## src/hdl/acache_pkg.sv

```systemverilog
// ----------------------------------------------------------------------------
// acache_pkg
// shared types and constants of the associative arp cache
// ----------------------------------------------------------------------------
`default_nettype none

package acache_pkg;

  // default number of table entries
  localparam int unsigned DefaultEntries = 16;

  // field widths
  localparam int unsigned IpW  = 32;
  localparam int unsigned MacW = 48;

  // request type codes
  localparam logic ReqStore  = 1'b0;
  localparam logic ReqLookup = 1'b1;

  // result outcome codes
  typedef enum logic [2:0] {
    OUT_LOOKUP_HIT     = 3'd0,
    OUT_LOOKUP_MISS    = 3'd1,
    OUT_STORE_UPDATED  = 3'd2,
    OUT_STORE_INSERTED = 3'd3,
    OUT_STORE_DROPPED  = 3'd4
  } outcome_e;

  // controller states
  typedef enum logic [1:0] {
    ST_IDLE,
    ST_SCAN,
    ST_MAC_WAIT
  } state_e;

  // request word
  typedef struct packed {
    logic            req_type;
    logic [IpW-1:0]  ip_addr;
    logic [MacW-1:0] hw_addr;
  } req_t;

  // result word
  typedef struct packed {
    outcome_e        outcome;
    logic [MacW-1:0] found_hw_addr;
  } rsp_t;

  // memory port enables from the controller
  typedef struct packed {
    logic key_re;
    logic key_we;
    logic mac_re;
    logic mac_we;
  } mem_ctl_t;

endpackage

`default_nettype wire

```

## src/hdl/acache_store.sv

```systemverilog
// ----------------------------------------------------------------------------
// acache_store
// key and mac memories, one write and one registered read per cycle each
// ----------------------------------------------------------------------------
`default_nettype none

module acache_store #(
  parameter int unsigned TableEntries = acache_pkg::DefaultEntries,
  localparam int unsigned IdxW        = $clog2(TableEntries)
) (
  input  logic                        clk_i,
  input  acache_pkg::mem_ctl_t        ctl_i,
  input  logic [IdxW-1:0]             key_raddr_i,
  input  logic [IdxW-1:0]             mac_raddr_i,
  input  logic [IdxW-1:0]             waddr_i,
  input  logic [acache_pkg::IpW-1:0]  key_wdata_i,
  input  logic [acache_pkg::MacW-1:0] mac_wdata_i,
  output logic [acache_pkg::IpW-1:0]  key_rdata_o,
  output logic [acache_pkg::MacW-1:0] mac_rdata_o
);
  import acache_pkg::*;

  logic [IpW-1:0]  key_mem [TableEntries];
  logic [MacW-1:0] mac_mem [TableEntries];

  // key memory
  always_ff @(posedge clk_i) begin
    if (ctl_i.key_we) begin
      key_mem[waddr_i] <= key_wdata_i;
    end
    if (ctl_i.key_re) begin
      key_rdata_o <= key_mem[key_raddr_i];
    end
  end

  // mac memory
  always_ff @(posedge clk_i) begin
    if (ctl_i.mac_we) begin
      mac_mem[waddr_i] <= mac_wdata_i;
    end
    if (ctl_i.mac_re) begin
      mac_rdata_o <= mac_mem[mac_raddr_i];
    end
  end

endmodule

`default_nettype wire

```

## src/hdl/acache_ctrl.sv

```systemverilog
// ----------------------------------------------------------------------------
// acache_ctrl
// request sequencer: serial key scan, free slot tracking, valid marks, result
// ----------------------------------------------------------------------------
`default_nettype none

module acache_ctrl #(
  parameter int unsigned TableEntries = acache_pkg::DefaultEntries,
  localparam int unsigned IdxW        = $clog2(TableEntries)
) (
  input  logic                        clk_i,
  input  logic                        rst_ni,
  input  logic                        start_i,
  input  acache_pkg::req_t            req_i,
  output logic                        busy_o,
  output logic                        done_o,
  output acache_pkg::rsp_t            rsp_o,
  output acache_pkg::mem_ctl_t        ctl_o,
  output logic [IdxW-1:0]             key_raddr_o,
  output logic [IdxW-1:0]             mac_raddr_o,
  output logic [IdxW-1:0]             waddr_o,
  output logic [acache_pkg::IpW-1:0]  key_wdata_o,
  output logic [acache_pkg::MacW-1:0] mac_wdata_o,
  input  logic [acache_pkg::IpW-1:0]  key_rdata_i,
  input  logic [acache_pkg::MacW-1:0] mac_rdata_i
);
  import acache_pkg::*;

  localparam logic [IdxW-1:0] LastIdx = IdxW'(TableEntries - 1);

  state_e              state_q, state_d;
  req_t                req_q;
  logic [IdxW-1:0]     scan_q;
  logic                iss_end_q;
  logic                cmp_vld_q;
  logic                cmp_last_q;
  logic [IdxW-1:0]     cmp_idx_q;
  logic                free_vld_q;
  logic [IdxW-1:0]     free_idx_q;
  logic [TableEntries-1:0] valid_q;
  logic                done_q, done_d;
  rsp_t                rsp_q, rsp_d;

  logic accept;
  logic issue;
  logic key_hit;
  logic scan_end;
  logic set_valid;

  assign accept   = (state_q == ST_IDLE) && start_i;
  assign issue    = (state_q == ST_SCAN) && !iss_end_q;
  assign key_hit  = cmp_vld_q && valid_q[cmp_idx_q] && (key_rdata_i == req_q.ip_addr);
  assign scan_end = (state_q == ST_SCAN) && cmp_vld_q && (key_hit || cmp_last_q);

  // next state
  always_comb begin
    state_d = state_q;
    case (state_q)
      ST_IDLE: begin
        if (start_i) state_d = ST_SCAN;
      end
      ST_SCAN: begin
        if (scan_end) begin
          if (key_hit && (req_q.req_type == ReqLookup)) state_d = ST_MAC_WAIT;
          else                                          state_d = ST_IDLE;
        end
      end
      ST_MAC_WAIT: begin
        state_d = ST_IDLE;
      end
      default: begin
        state_d = ST_IDLE;
      end
    endcase
  end

  // memory accesses and result word
  always_comb begin
    ctl_o         = '0;
    key_raddr_o   = scan_q;
    mac_raddr_o   = cmp_idx_q;
    waddr_o       = cmp_idx_q;
    key_wdata_o   = req_q.ip_addr;
    mac_wdata_o   = req_q.hw_addr;
    set_valid     = 1'b0;
    done_d        = 1'b0;
    rsp_d.outcome       = OUT_LOOKUP_MISS;
    rsp_d.found_hw_addr = '0;
    case (state_q)
      ST_SCAN: begin
        ctl_o.key_re = issue;
        if (scan_end) begin
          if (key_hit) begin
            if (req_q.req_type == ReqLookup) begin
              ctl_o.mac_re = 1'b1;
            end else begin
              ctl_o.mac_we  = 1'b1;
              done_d        = 1'b1;
              rsp_d.outcome = OUT_STORE_UPDATED;
            end
          end else if (req_q.req_type == ReqLookup) begin
            done_d        = 1'b1;
            rsp_d.outcome = OUT_LOOKUP_MISS;
          end else if (free_vld_q) begin
            waddr_o       = free_idx_q;
            ctl_o.key_we  = 1'b1;
            ctl_o.mac_we  = 1'b1;
            set_valid     = 1'b1;
            done_d        = 1'b1;
            rsp_d.outcome = OUT_STORE_INSERTED;
          end else begin
            done_d        = 1'b1;
            rsp_d.outcome = OUT_STORE_DROPPED;
          end
        end
      end
      ST_MAC_WAIT: begin
        done_d              = 1'b1;
        rsp_d.outcome       = OUT_LOOKUP_HIT;
        rsp_d.found_hw_addr = mac_rdata_i;
      end
      default: begin
      end
    endcase
  end

  // control registers
  always_ff @(posedge clk_i or negedge rst_ni) begin
    if (!rst_ni) begin
      state_q    <= ST_IDLE;
      scan_q     <= '0;
      iss_end_q  <= 1'b0;
      cmp_vld_q  <= 1'b0;
      cmp_last_q <= 1'b0;
      free_vld_q <= 1'b0;
      valid_q    <= '0;
      done_q     <= 1'b0;
    end else begin
      state_q <= state_d;
      done_q  <= done_d;
      if (accept) begin
        scan_q     <= '0;
        iss_end_q  <= 1'b0;
        cmp_vld_q  <= 1'b0;
        cmp_last_q <= 1'b0;
        free_vld_q <= 1'b0;
      end else begin
        cmp_vld_q  <= issue;
        cmp_last_q <= (scan_q == LastIdx);
        if (issue) begin
          if (scan_q == LastIdx) iss_end_q <= 1'b1;
          else                   scan_q    <= scan_q + 1'b1;
          if (!free_vld_q && !valid_q[scan_q]) free_vld_q <= 1'b1;
        end
      end
      if (set_valid) valid_q[free_idx_q] <= 1'b1;
    end
  end

  // payload registers
  always_ff @(posedge clk_i) begin
    if (accept) req_q <= req_i;
    if (issue) cmp_idx_q <= scan_q;
    if (issue && !free_vld_q && !valid_q[scan_q]) free_idx_q <= scan_q;
    if (done_d) rsp_q <= rsp_d;
  end

  assign busy_o = (state_q != ST_IDLE);
  assign done_o = done_q;
  assign rsp_o  = rsp_q;

endmodule

`default_nettype wire

```

## src/hdl/arp_cache_table_top.sv

```systemverilog
// ----------------------------------------------------------------------------
// arp_cache_table_top
// associative arp cache: ipv4 address to mac address, store and lookup
// ----------------------------------------------------------------------------
//  channel   | handshake         | word
//  ----------+-------------------+--------------------------------------------
//  request   | start_i / busy_o  | req_i  (req_type, ip_addr, hw_addr)
//  result    | done_o (strobe)   | rsp_o  (outcome, found_hw_addr)
//
//  a request is taken when start_i is high and busy_o is low; each key is read
//  from the key memory one entry a cycle, and the scan stops early on a match;
//  a lookup hit then reads the mac memory before the result strobe is shown.
//  busy_o falls in the cycle the result strobe is shown.
//  reset clears all valid marks and the sequencer; memory contents are kept.
//  the result strobe lasts one cycle and cannot be held off.
// ----------------------------------------------------------------------------
`default_nettype none

module arp_cache_table_top #(
  parameter int unsigned TableEntries = acache_pkg::DefaultEntries
) (
  input  logic             clk_i,
  input  logic             rst_ni,
  input  logic             start_i,
  input  acache_pkg::req_t req_i,
  output logic             busy_o,
  output logic             done_o,
  output acache_pkg::rsp_t rsp_o
);
  import acache_pkg::*;

  localparam int unsigned IdxW = $clog2(TableEntries);

  mem_ctl_t        mem_ctl;
  logic [IdxW-1:0] key_raddr;
  logic [IdxW-1:0] mac_raddr;
  logic [IdxW-1:0] waddr;
  logic [IpW-1:0]  key_wdata;
  logic [MacW-1:0] mac_wdata;
  logic [IpW-1:0]  key_rdata;
  logic [MacW-1:0] mac_rdata;

  // sequencer
  acache_ctrl #(
    .TableEntries(TableEntries)
  ) u_ctrl (
    .clk_i       (clk_i),
    .rst_ni      (rst_ni),
    .start_i     (start_i),
    .req_i       (req_i),
    .busy_o      (busy_o),
    .done_o      (done_o),
    .rsp_o       (rsp_o),
    .ctl_o       (mem_ctl),
    .key_raddr_o (key_raddr),
    .mac_raddr_o (mac_raddr),
    .waddr_o     (waddr),
    .key_wdata_o (key_wdata),
    .mac_wdata_o (mac_wdata),
    .key_rdata_i (key_rdata),
    .mac_rdata_i (mac_rdata)
  );

  // table memories
  acache_store #(
    .TableEntries(TableEntries)
  ) u_store (
    .clk_i       (clk_i),
    .ctl_i       (mem_ctl),
    .key_raddr_i (key_raddr),
    .mac_raddr_i (mac_raddr),
    .waddr_i     (waddr),
    .key_wdata_i (key_wdata),
    .mac_wdata_i (mac_wdata),
    .key_rdata_o (key_rdata),
    .mac_rdata_o (mac_rdata)
  );

endmodule

`default_nettype wire

```

## config.mk

```make
export PLATFORM = sky130hd
export DESIGN_NAME = arp_cache_table_top
export DESIGN_NICKNAME = d
export VERILOG_FILES = /design/src/hdl/acache_pkg.sv /design/src/hdl/acache_store.sv /design/src/hdl/acache_ctrl.sv /design/src/hdl/arp_cache_table_top.sv
export SDC_FILE = /design/constraint.sdc
export NUM_CORES = 1
export LEC_CHECK = 0
export ABC_CLOCK_PERIOD_IN_PS = 12300
export BUFFER_PORTS_ARGS = -buffer_cell sky130_fd_sc_hd__buf_2
export CAP_MARGIN = 0
export CORE_MARGIN = 2
export CORE_UTILIZATION = 29
export DETAILED_ROUTE_END_ITERATION = 7
export PLACE_DENSITY_LB_ADDON = 0.15
export SLEW_MARGIN = 0
export SYNTH_ARGS = -nofsm -noshare
export SYNTH_HDL_FRONTEND = slang
export SYNTH_HIERARCHICAL = 1
export SYNTH_SLANG_ARGS = --single-unit
```

## constraint.sdc

```tcl
create_clock -name clk_i -period 12.3 [get_ports clk_i]
set_clock_uncertainty 0.05 [all_clocks]
set_input_delay 0.615 -clock clk_i [delete_from_list [all_inputs] [get_ports clk_i]]
set_output_delay 0.615 -clock clk_i [all_outputs]
set_load 0.02 [all_outputs]
```

== Word level (Yosys, flattened, before mapping) ==
Memory sizes are Yosys's and may differ from the RTL's. A register that Yosys moved wholly into a read port is not among the register bits.
Index checks and enable logic that the tools add are counted.

* Register bits: 167
* Output and inout bits: 53
* Input port bits: 84
* Bits in writable memories: 1280
* Memories kept: 2
* Logic and storage cells: 104

* Reduce and logical (&&, ||, !) cells: 24
* Bitwise gates (word level): 1
* Add/subtract/negate cells: 1
* $lt $le $gt $ge: 4
* Multiplexer cells: 50
* Equality and inequality tests: 7

{| class="wikitable"
|+ Memory list
! name !! words !! bits a word !! rd ports !! clocked after Yosys merged registers in !! write ports !! line !! RTL
|-
| u_store.mac_mem || 16 || 48 || 1 || 1 || 1 || acache_store.sv:24 || <nowiki>logic [MacW-1:0] mac_mem [TableEntries];</nowiki>
|-
| u_store.key_mem || 16 || 32 || 1 || 1 || 1 || acache_store.sv:23 || <nowiki>logic [IpW-1:0] key_mem [TableEntries];</nowiki>
|}

{| class="wikitable"
|+ Operators with widths
! cell !! number
|-
| $mux 4 || 9
|-
| $eq 32x32->1 || 1
|-
| $mux 1 || 26
|-
| $or 16x16->16 || 1
|-
| $lt 4x5->1 const B || 3
|-
| $mux 3 || 5
|-
| $logic_and 1x1->1 || 11
|-
| $bmux 1 s4 || 2
|-
| $mux 2 || 4
|-
| $reduce_and 2->1 || 4
|-
| $reduce_bool 2->1 || 4
|-
| $pmux 3 s2 || 1
|-
| $add 4x1->4 const B || 1
|-
| $demux 1 s4 || 1
|-
| $eq 4x4->1 const B || 1
|-
| $ge 4x1->1 const B || 1
|-
| $ne 2x1->1 const B || 2
|-
| $pmux 2 s2 || 1
|-
| $logic_not 1->1 || 3
|-
| $eq 2x1->1 const B || 1
|-
| $eq 2x2->1 const B || 1
|-
| $logic_not 2->1 || 1
|-
| $ne 2x2->1 const B || 1
|-
| $pmux 1 s2 || 1
|-
| $logic_or 1x1->1 || 1
|}

== Longest topological paths before layout ==
Gate-level depths: netlist (run 1).

* Depth after elaboration: 10
* Gate-level depth with buffers: 11

== Cells and area by module ==
The synthesis (run 1) kept the hierarchy.

{| class="wikitable"
|+ Modules (own cells, without submodules)
! module !! instances !! area an instance (µm²) !! cells an instance !! seq. area each (µm²)
|-
| acache_store || 1 || 50300.7 || 2081 || 40839.2
|-
| acache_ctrl || 1 || 7125.6 || 464 || 4879.7
|}

== Worst setup path after synthesis (run 1) ==
Ideal clock, no wire load.

* Path type: register to register
* From: register u_ctrl.cmp_idx_q[0], in the netlist u_ctrl/mac_raddr_o[0]
* To: memory u_store.mac_mem[0][0] (enable)
* Setup slack: 6895 ps
* Stages on the path, launching flop included: 9
* Data required time: 11796 ps
* Setup time: 454 ps
* Arrival: 4901 ps
* Cells stage by stage: edfxtp_1 -> mux4_1 -> mux4_2 -> and4_4 -> nor3_4 -> buf_6 -> mux2_4 -> or3b_2 -> nor2_1

* Elaborated cells between the ends (all ways): 16
* Those cells by class: 12 x mux; 4 x reduce/logical

{| class="wikitable"
|+ RTL lines
! what !! line !! RTL
|-
| start, declared || acache_ctrl.sv:37 || <nowiki>logic [IdxW-1:0] cmp_idx_q;</nowiki>
|-
| start signal, assigned || acache_ctrl.sv:163 || <nowiki>if (issue) cmp_idx_q <= scan_q;</nowiki>
|-
| $bmux 1 s4 * || acache_ctrl.sv:52 || <nowiki>assign key_hit = cmp_vld_q && valid_q[cmp_idx_q] && (key_rdata_i == req_q.ip_addr);</nowiki>
|-
| $mux 1 (not written as such) * || acache_ctrl.sv:52 ||
|-
| $logic_and 1x1->1 * (2 in series) || acache_ctrl.sv:52 ||
|-
| $logic_or 1x1->1 || acache_ctrl.sv:53 || <nowiki>assign scan_end = (state_q == ST_SCAN) && cmp_vld_q && (key_hit || cmp_last_q);</nowiki>
|-
| $logic_and 1x1->1 || acache_ctrl.sv:53 ||
|-
| $mux 4 * || acache_ctrl.sv:92 || <nowiki>if (scan_end) begin</nowiki>
|-
| $mux 4 * || acache_ctrl.sv:89 || <nowiki>case (state_q)</nowiki>
|-
| named net waddr[2] || arp_cache_table_top.sv:37 || <nowiki>logic [IdxW-1:0] waddr;</nowiki>
|-
| end, declared || acache_store.sv:24 ||
|}

The timed path passes the listed nets; every way through them passes the cells marked *. The select of a mux whose other input is x is not followed.

== Final worst setup path (run 1) ==
* From: register u_ctrl.cmp_idx_q[2], in the netlist u_ctrl/mac_raddr_o[2]
* To: memory u_store.mac_mem[14][32] (enable)

Same word-level chain as after synthesis.

==> flow_summary.json, run 1 <==
{
  "cp-start-kind": "register",
  "die_height_um": 449,
  "worstPathArrival_ns": 5.57,
  "post-route-min-period_ns": 5.22,
  "critical_path.top_delay_family": "simple AND/OR/NAND/NOR gates",
  "cts_buffers": 170,
  "grt_antenna_before_repair": 6,
  "synth-main-ff-cell": "sky130_fd_sc_hd__edfxtp_1",
  "synth-async-reset-ratio_pct": 1.77,
  "ys_top_cells_by_count": "1,500 x sky130_fd_sc_hd__edfxtp_1, 327 x sky130_fd_sc_hd__mux4_2, 160 x sky130_fd_sc_hd__a22oi_1",
  "path_buf_inv": 1,
  "io_pins": 137,
  "timing_hold_violations_final": 0,
  "gp_congestion": 0.694,
  "fin_crit_sh_pct": 42.5,
  "slew_worst_pin_ns": 1.02,
  "synthDominantCellAreaShare_pct": 78.4,
  "detailed_place_hpwl_mm": 69.1,
  "worst-setup-path-type": "register to register",
  "via_per_inst": 4.62,
  "synthesized_flop_and_latch_total": 1527,
  "layout.filler_cells": 18410,
  "pin_count_of_the_biggest_net_entering_global_routing": 143,
  "numPortBuffers": 136,
  "route.vias.total": 25663,
  "fin_tns_setup_ns": 0,
  "fmaxAchievable_mhz": 191,
  "slew_headroom_pct": 32.0,
  "postRouteAntennaNets": 0,
  "first_iter_violations": 1894,
  "routed_len_inst_um": 24.3,
  "cts_tree": "yes",
  "cts-root-buf": "sky130_fd_sc_hd__clkbuf_16",
  "post_cts.repair.setup_buffers": 0,
  "post-synth-top-count-cell": "sky130_fd_sc_hd__edfxtp_1",
  "grt_setup_unrepaired": "no",
  "combinational_power_share_pct": 15.7,
  "result_of_the_run": "complete, no violations",
  "synth_nets": 2633,
  "drc": 0,
  "seq_power_share_pct": 47.6,
  "grt_usage_pct": 13.3,
  "global_route_wire_length_before_repair_mm": 196,
  "worst_setup_path_end_kind": "register",
  "post-route-util_pct": 34.1,
  "overflow": 0,
  "initial_core_util_pct": 29.1,
  "switching_share_pct": 25.7,
  "p_leak_nw": 20.7,
  "std_cell_rows": 163,
  "syn_area_um2": 57400,
  "nets": 2871,
  "drt_pre_antenna_iters": 5,
  "final_layout_size_suffix_gt1_share_pct": 28.0,
  "netSwitchingPower_w": 0.00342,
  "max-cap-violations": 0,
  "power_per_cell_area_nw_per_um2": 198,
  "timing.critical_path.slowest_cell_delay_ns": 0.79,
  "slowest_stage": "sky130_fd_sc_hd__nor3_4",
  "synth_enable_flop_cells": 1500,
  "htree_num_levels": 4,
  "timing.final.max_slew_violations": 0,
  "timing.critical_path.cells": "mux4_2 -> mux4_2 -> and4_4 -> nor3_4 -> mux2_4 -> nand2b_1 -> nor2_4 -> buf_4",
  "internal-power_w": 0.00987,
  "fp.coreArea_um2": 197000,
  "drt-total-wl_mm": 135,
  "synth.area.top_cells": "sky130_fd_sc_hd__edfxtp_1 78%, sky130_fd_sc_hd__mux4_2 13%, sky130_fd_sc_hd__a22oi_1 2.1%, sky130_fd_sc_hd__buf_4 1.4%, sky130_fd_sc_hd__dfrtp_1 1.2%",
  "ir_worst_vdd_mv": 0.164,
  "syn_avg_cell_area_um2": 22.6,
  "crit_top_cell": "sky130_fd_sc_hd__mux4_2",
  "synth.yosys.seq_area_share_pct": 79.6,
  "crit_required_ns": 12.64,
  "first_global_vias": 28061,
  "hp-class": "primary input to register",
  "layout-area-overhead-vs-synth_pct": 16.9,
  "reg_clk_slew_reported_paths_ns": 0.06,
  "synthCells": 2545,
  "ys.warnings.count": 6,
  "cts_buffer_depth": 3,
  "die-area_um2": 202000,
  "cts_sinks": 1527,
  "final-setup-viol-count": 0,
  "cp_max_fo": 48,
  "clock_power_share_pct": 36.7,
  "synth_area_leader_cell": "sky130_fd_sc_hd__edfxtp_1",
  "synth_cell_types": 47,
  "die_x_um": 449,
  "later_pin_clock_latency_in_the_skew_report_ns": 0.80
}
-- final cells by class --
cell class | count | area [um^2] | area share, %
Sequential cell | 1527 | 45700 | 68.1
Multi-Input combinational cell | 806 | 10800 | 16.1
Clock buffer | 218 | 4500 | 6.70
Tap cell | 2640 | 3300 | 4.92
Timing Repair Buffer | 270 | 1920 | 2.86
Clock inverter | 89 | 858 | 1.28
Inverter | 8 | 30.0 | 0.0447
Antenna cell | 2 | 5.00 | 0.00746
-- sequential cells by signal, indices dropped and copies added, names as in the netlist, 16 cells and up --
name                 count
u_store/mac_mem        768
u_store/key_mem        512
u_ctrl/rsp_o            51
u_ctrl/mac_wdata_o      48
u_store/mac_rdata_o     48
u_ctrl/key_wdata_o      32
u_store/key_rdata_o     32
u_ctrl/valid_q          16
-- cell families after synthesis --
kind of cell	after synthesis	synth area share [%]
xor+xnor	31	0.473
mux	336	13.1
flops	1527	79.6
simple gates	247	2.14
compound gates	188	2.50
fa+ha+maj	4	0.0872
buf+inv	212	2.12
-- worst paths after layout --
check	start	end	slack, ns	cells after the start
max	u_ctrl/mac_raddr_o[2]$_DFFE_PP_	u_store/mac_mem[14][32]$_DFFE_PP_	7.08	8
min	req_i[7]	u_ctrl/mac_wdata_o[7]$_DFFE_PP_	0.07	1
max reg2reg	u_ctrl/mac_raddr_o[2]$_DFFE_PP_	u_store/mac_mem[14][32]$_DFFE_PP_	7.08	8
min reg2reg	u_ctrl/iss_end_q$_DFFE_PN0P_	u_ctrl/iss_end_q$_DFFE_PN0P_	0.44	2
max in group asynchronous	rst_ni	u_ctrl/key_raddr_o[1]$_DFFE_PN0P_	11.38	2
min in group asynchronous	rst_ni	u_ctrl/cmp_last_q$_DFF_PN0_	0.34	2
-- per-stage QoR --
step,instances,setup slack (ns),power (W),area [um^2],hold WS [ns]
2_1_floorplan,2545,6.89,0.00793,57400,0.269
3_3_place_gp,5173,7.18,0.00855,61000,0.408
3_5_place_dp,5173,7.10,0.00858,61000,0.431
4_1_cts,5558,7.07,0.0135,67100,0.000961
5_1_grt,5559,6.85,0.0139,67100,0.0219
6_report,5560,7.08,0.0133,67100,0.0653
-- layer usage --
metal	GRT usage (%)	vias up	share of wire [%]
met4	3.69	4	2.0
met3	2.52	200	4.0
met5	0	-	0.020
met1	16.6	13886	42
li1	-	11060	-
met2	23.6	513	52
-- cells in the final DEF (no fill, tap or decap), types with 6 or more instances in the layout --
master,netlist,layout
sky130_fd_sc_hd__a22oi_1,160,160
sky130_fd_sc_hd__a31o_2,9,9
sky130_fd_sc_hd__a41o_1,6,6
sky130_fd_sc_hd__and2_1,52,49
sky130_fd_sc_hd__buf_2,19,136
sky130_fd_sc_hd__buf_4,104,53
sky130_fd_sc_hd__bufinv_16,0,12
sky130_fd_sc_hd__clkbuf_1,61,44
sky130_fd_sc_hd__clkbuf_16,0,172
sky130_fd_sc_hd__clkinv_1,0,31
sky130_fd_sc_hd__clkinv_2,0,30
sky130_fd_sc_hd__dfrtp_1,27,25
sky130_fd_sc_hd__dlygate4sd3_1,0,78
sky130_fd_sc_hd__edfxtp_1,1500,1500
sky130_fd_sc_hd__inv_1,8,7
sky130_fd_sc_hd__inv_6,0,6
sky130_fd_sc_hd__mux4_2,327,327
sky130_fd_sc_hd__nand2_1,85,85
sky130_fd_sc_hd__nand2b_1,7,7
sky130_fd_sc_hd__nand3_1,7,7
sky130_fd_sc_hd__nand4_1,16,16
sky130_fd_sc_hd__nor2_1,49,14
sky130_fd_sc_hd__nor2_4,0,35
sky130_fd_sc_hd__nor2b_1,12,8
sky130_fd_sc_hd__xnor2_1,29,29
-- power groups by stage --
stage                     sequential [W]  clock [W]  combinational (W)
after floorplan                  0.00620          0            0.00173
after global placement           0.00642          0            0.00213
after detailed placement         0.00644          0            0.00214
after CTS                        0.00633    0.00504            0.00217
after global routing             0.00636    0.00524            0.00228
final                            0.00632    0.00487            0.00209
-- repair_timing --
item | in CTS | in global routing
endpoints found under the hold margin | 104 | 0
endpoints found under the setup margin | 0 | 0
hold buffers | 78 | 0
resized for setup | 0 | 0
No activity file was read; power rests on OpenSTA's default activity.
==> run 2: changes to the inputs <==
- ABC_CLOCK_PERIOD_IN_PS: 12300 -> 4550
- clock period: 12.3 -> 4.55 ns (I/O delays scaled with it)
==> run 2 against run 1 <==
  * Maximum frequency increased by 23%
  * Sequential power increased to 2.7 times the previous value
  * Count of clock-buffer cells in the layout decreased by 15
  * Die area unchanged
  * Routed wire length increased by 6.7%
  * Via count increased by 3.2%
  * Worst setup slack got worse by 6.8 ns
  * Final area increased by 3.4%
  * Core utilization increased by 1.2 points
  * Critical path depth increased by 2
  * Non-clock buffer count increased by 103
==> flow_summary.json, run 2 (synthesized netlist as in run 1, its figures left out) <==
{
  "result_of_the_run": "complete, no violations",
  "final-setup-viol-count": 0,
  "p_leak_nw": 21.7,
  "ir_worst_vdd_mv": 0.341,
  "layout.filler_cells": 18224,
  "drc": 0,
  "final_common_cell": "sky130_fd_sc_hd__edfxtp_1",
  "io_pins": 137,
  "via_per_inst": 4.67,
  "first_global_vias": 28683,
  "gp_congestion": 0.748,
  "postRouteAntennaNets": 0,
  "layout-area-overhead-vs-synth_pct": 20.9,
  "fp.coreArea_um2": 197000,
  "routed_len_inst_um": 25.4,
  "final_layout_size_suffix_gt1_share_pct": 30.8,
  "power_per_cell_area_nw_per_um2": 537,
  "cp-start-kind": "register",
  "htree_num_levels": 4,
  "slew_worst_pin_ns": 1.17,
  "die_x_um": 449,
  "met3_wirelength_mm": 5.80,
  "path_buf_inv": 2,
  "timing.final.max_slew_violations": 0,
  "largest_register_ffs": 768,
  "route.vias.total": 26481,
  "crit_required_ns": 4.97,
  "wl_met2_mm": 73.7,
  "timing_hold_violations_final": 0,
  "cts_buffer_depth": 3,
  "numPortBuffers": 136,
  "grt_antenna_before_repair": 4,
  "die-area_um2": 202000,
  "grt_setup_unrepaired": "no",
  "worst_setup_path_end_kind": "register",
  "later_pin_clock_latency_in_the_skew_report_ns": 0.82,
  "timing.critical_path.cells": "xnor2_1 -> nand4_1 -> nor4_2 -> buf_4 -> and4_4 -> nor3_4 -> mux2_2 -> or3b_2 -> nor2_4 -> buf_12",
  "grt_usage_pct": 14.3,
  "hp-class": "primary input to register",
  "initial_core_util_pct": 29.1,
  "drt_pre_antenna_iters": 7,
  "timing.critical_path.slowest_cell_delay_ns": 0.62,
  "reg_clk_slew_reported_paths_ns": 0.06,
  "cts_sinks": 1527,
  "slowest_stage": "sky130_fd_sc_hd__or3b_2",
  "slew_headroom_pct": 22.3,
  "pin_count_of_the_biggest_net_entering_global_routing": 104,
  "cts_tree": "yes",
  "cts_buffers": 172,
  "layout_common_cells": "1,500 x sky130_fd_sc_hd__edfxtp_1, 327 x sky130_fd_sc_hd__mux4_2, 174 x sky130_fd_sc_hd__clkbuf_16",
  "post-route-min-period_ns": 4.24,
  "overflow": 0,
  "p_total_w": 0.0373,
  "detailed_place_hpwl_mm": 86.1,
  "place_worst_setup_slack_ns": 0.0446,
  "cp_max_fo": 41,
  "dr.max_layer_used": "met4",
  "critical_path.top_delay_family": "simple AND/OR/NAND/NOR gates",
  "layout_setup_ws_ns": 0.315,
  "fin_crit_sh_pct": 93.1,
  "first_iter_violations": 2060,
  "global_route_wire_length_before_repair_mm": 209,
  "detailed_place.area_um2": 62700,
  "std_cell_rows": 163,
  "worst-setup-path-type": "register to register",
  "fmaxAchievable_mhz": 236,
  "die_height_um": 449,
  "top_register": "u_store/mac_mem",
  "nets": 2976,
  "finish.instance_area_um2": 69400,
  "cts-root-buf": "sky130_fd_sc_hd__clkbuf_16",
  "worstPathArrival_ns": 4.66,
  "max-cap-violations": 0,
  "drt-total-wl_mm": 144,
  "m1WireLength_mm": 61.9
}
-- run 2: cell count changes in the layout (fill, tap and decap cells not counted), moves of 5 or more --
cell | previous run | this run
sky130_fd_sc_hd__clkinvlp_4 | 1 | 8
sky130_fd_sc_hd__clkinv_16 | 2 | 13
sky130_fd_sc_hd__dlygate4sd3_1 | 78 | 85
sky130_fd_sc_hd__buf_12 | 3 | 82
sky130_fd_sc_hd__bufinv_16 | 12 | 17
sky130_fd_sc_hd__clkbuf_1 | 44 | 25
sky130_fd_sc_hd__buf_4 | 53 | 70
sky130_fd_sc_hd__clkinv_1 | 31 | 42
-- run 2: final timing paths --
| kind | start | endpoint | slack (ns) | depth (start not counted) |
|---|---|---|---|---|
| max in group asynchronous | rst_ni | u_ctrl/key_raddr_o[0]$_DFFE_PN0P_ | 3.83 | 4 |
| hold / removal | req_i[63] | u_ctrl/key_wdata_o[15]$_DFFE_PP_ | 0.07 | 2 |
| min in group asynchronous | rst_ni | u_ctrl/valid_q[7]$_DFFE_PN0P_ | 0.40 | 4 |
| setup reg to reg | u_ctrl/key_wdata_o[21]$_DFFE_PP_ | u_store/mac_mem[0][3]$_DFFE_PP_ | 0.31 | 10 |
| setup / recovery | u_ctrl/key_wdata_o[21]$_DFFE_PP_ | u_store/mac_mem[0][3]$_DFFE_PP_ | 0.31 | 10 |
| hold reg to reg | u_ctrl/valid_q[2]$_DFFE_PN0P_ | u_ctrl/valid_q[2]$_DFFE_PN0P_ | 0.44 | 1 |
-- run 2: area by class of cell --
cell class	instances	area, um^2	share of cell area (%)
multi-input combinational	806	10800	15.6
clock inverter	116	1350	1.94
tap	2640	3300	4.76
timing repair buffer	373	3700	5.33
clock buffer	203	4500	6.49
sequential	1527	45700	65.9
inverter	8	30.0	0.0433
antenna	1	2.50	0.00361
-- run 2: worst register-to-register path: stages, from the launching register on --
cell and delay [ns]:
sky130_fd_sc_hd__edfxtp_1 0.58, sky130_fd_sc_hd__xnor2_1 0.49, sky130_fd_sc_hd__nand4_1 0.21, sky130_fd_sc_hd__nor4_2 0.57, sky130_fd_sc_hd__buf_4 0.21, sky130_fd_sc_hd__and4_4 0.24, sky130_fd_sc_hd__nor3_4 0.07, sky130_fd_sc_hd__mux2_2 0.35
sky130_fd_sc_hd__or3b_2 0.62, sky130_fd_sc_hd__nor2_4 0.19, sky130_fd_sc_hd__buf_12 0.25
-- run 2: per-stage QoR --
step / setup TNS, ns / util, % / hold WS [ns] / std cells
after global placement: 0 / 31.8 / 0.226 / 5268
after CTS: 0 / 35.2 / 0.000468 / 5673
final: 0 / 35.2 / 0.0695 / 5674
after detailed placement: 0 / 31.8 / 0.249 / 5268
after global routing: 0 / 35.2 / 0.0282 / 5673
after floorplan: -317.53 / - / -0.118 / 2545
-- run 2: what timing repair did --
| item | CTS | global route |
|---|---|---|
| endpoints found under the setup margin | 0 | 75 |
| gates resized for setup | 0 | 1 |
| hold buffers | 86 | 0 |
| buffers inserted | 0 | 0 |
| endpoints found under the hold margin | 110 | 0 |
-- run 2: power breakdown --
| part | switching, W | internal [W] | leakage, nW | total [W] |
|---|---|---|---|---|
| combinational | 0.00337 | 0.00276 | 5.02 | 0.00613 |
| sequential | 0.000780 | 0.0164 | 13.8 | 0.0171 |
| clock | 0.00584 | 0.00815 | 2.81 | 0.0140 |
-- run 2: routing by layer --
metal	up-vias	GRT usage [%]
li1	11293	-
met1	14409	18.7
met2	599	24.6
met3	180	2.40
met4	0	3.64
met5	-	0
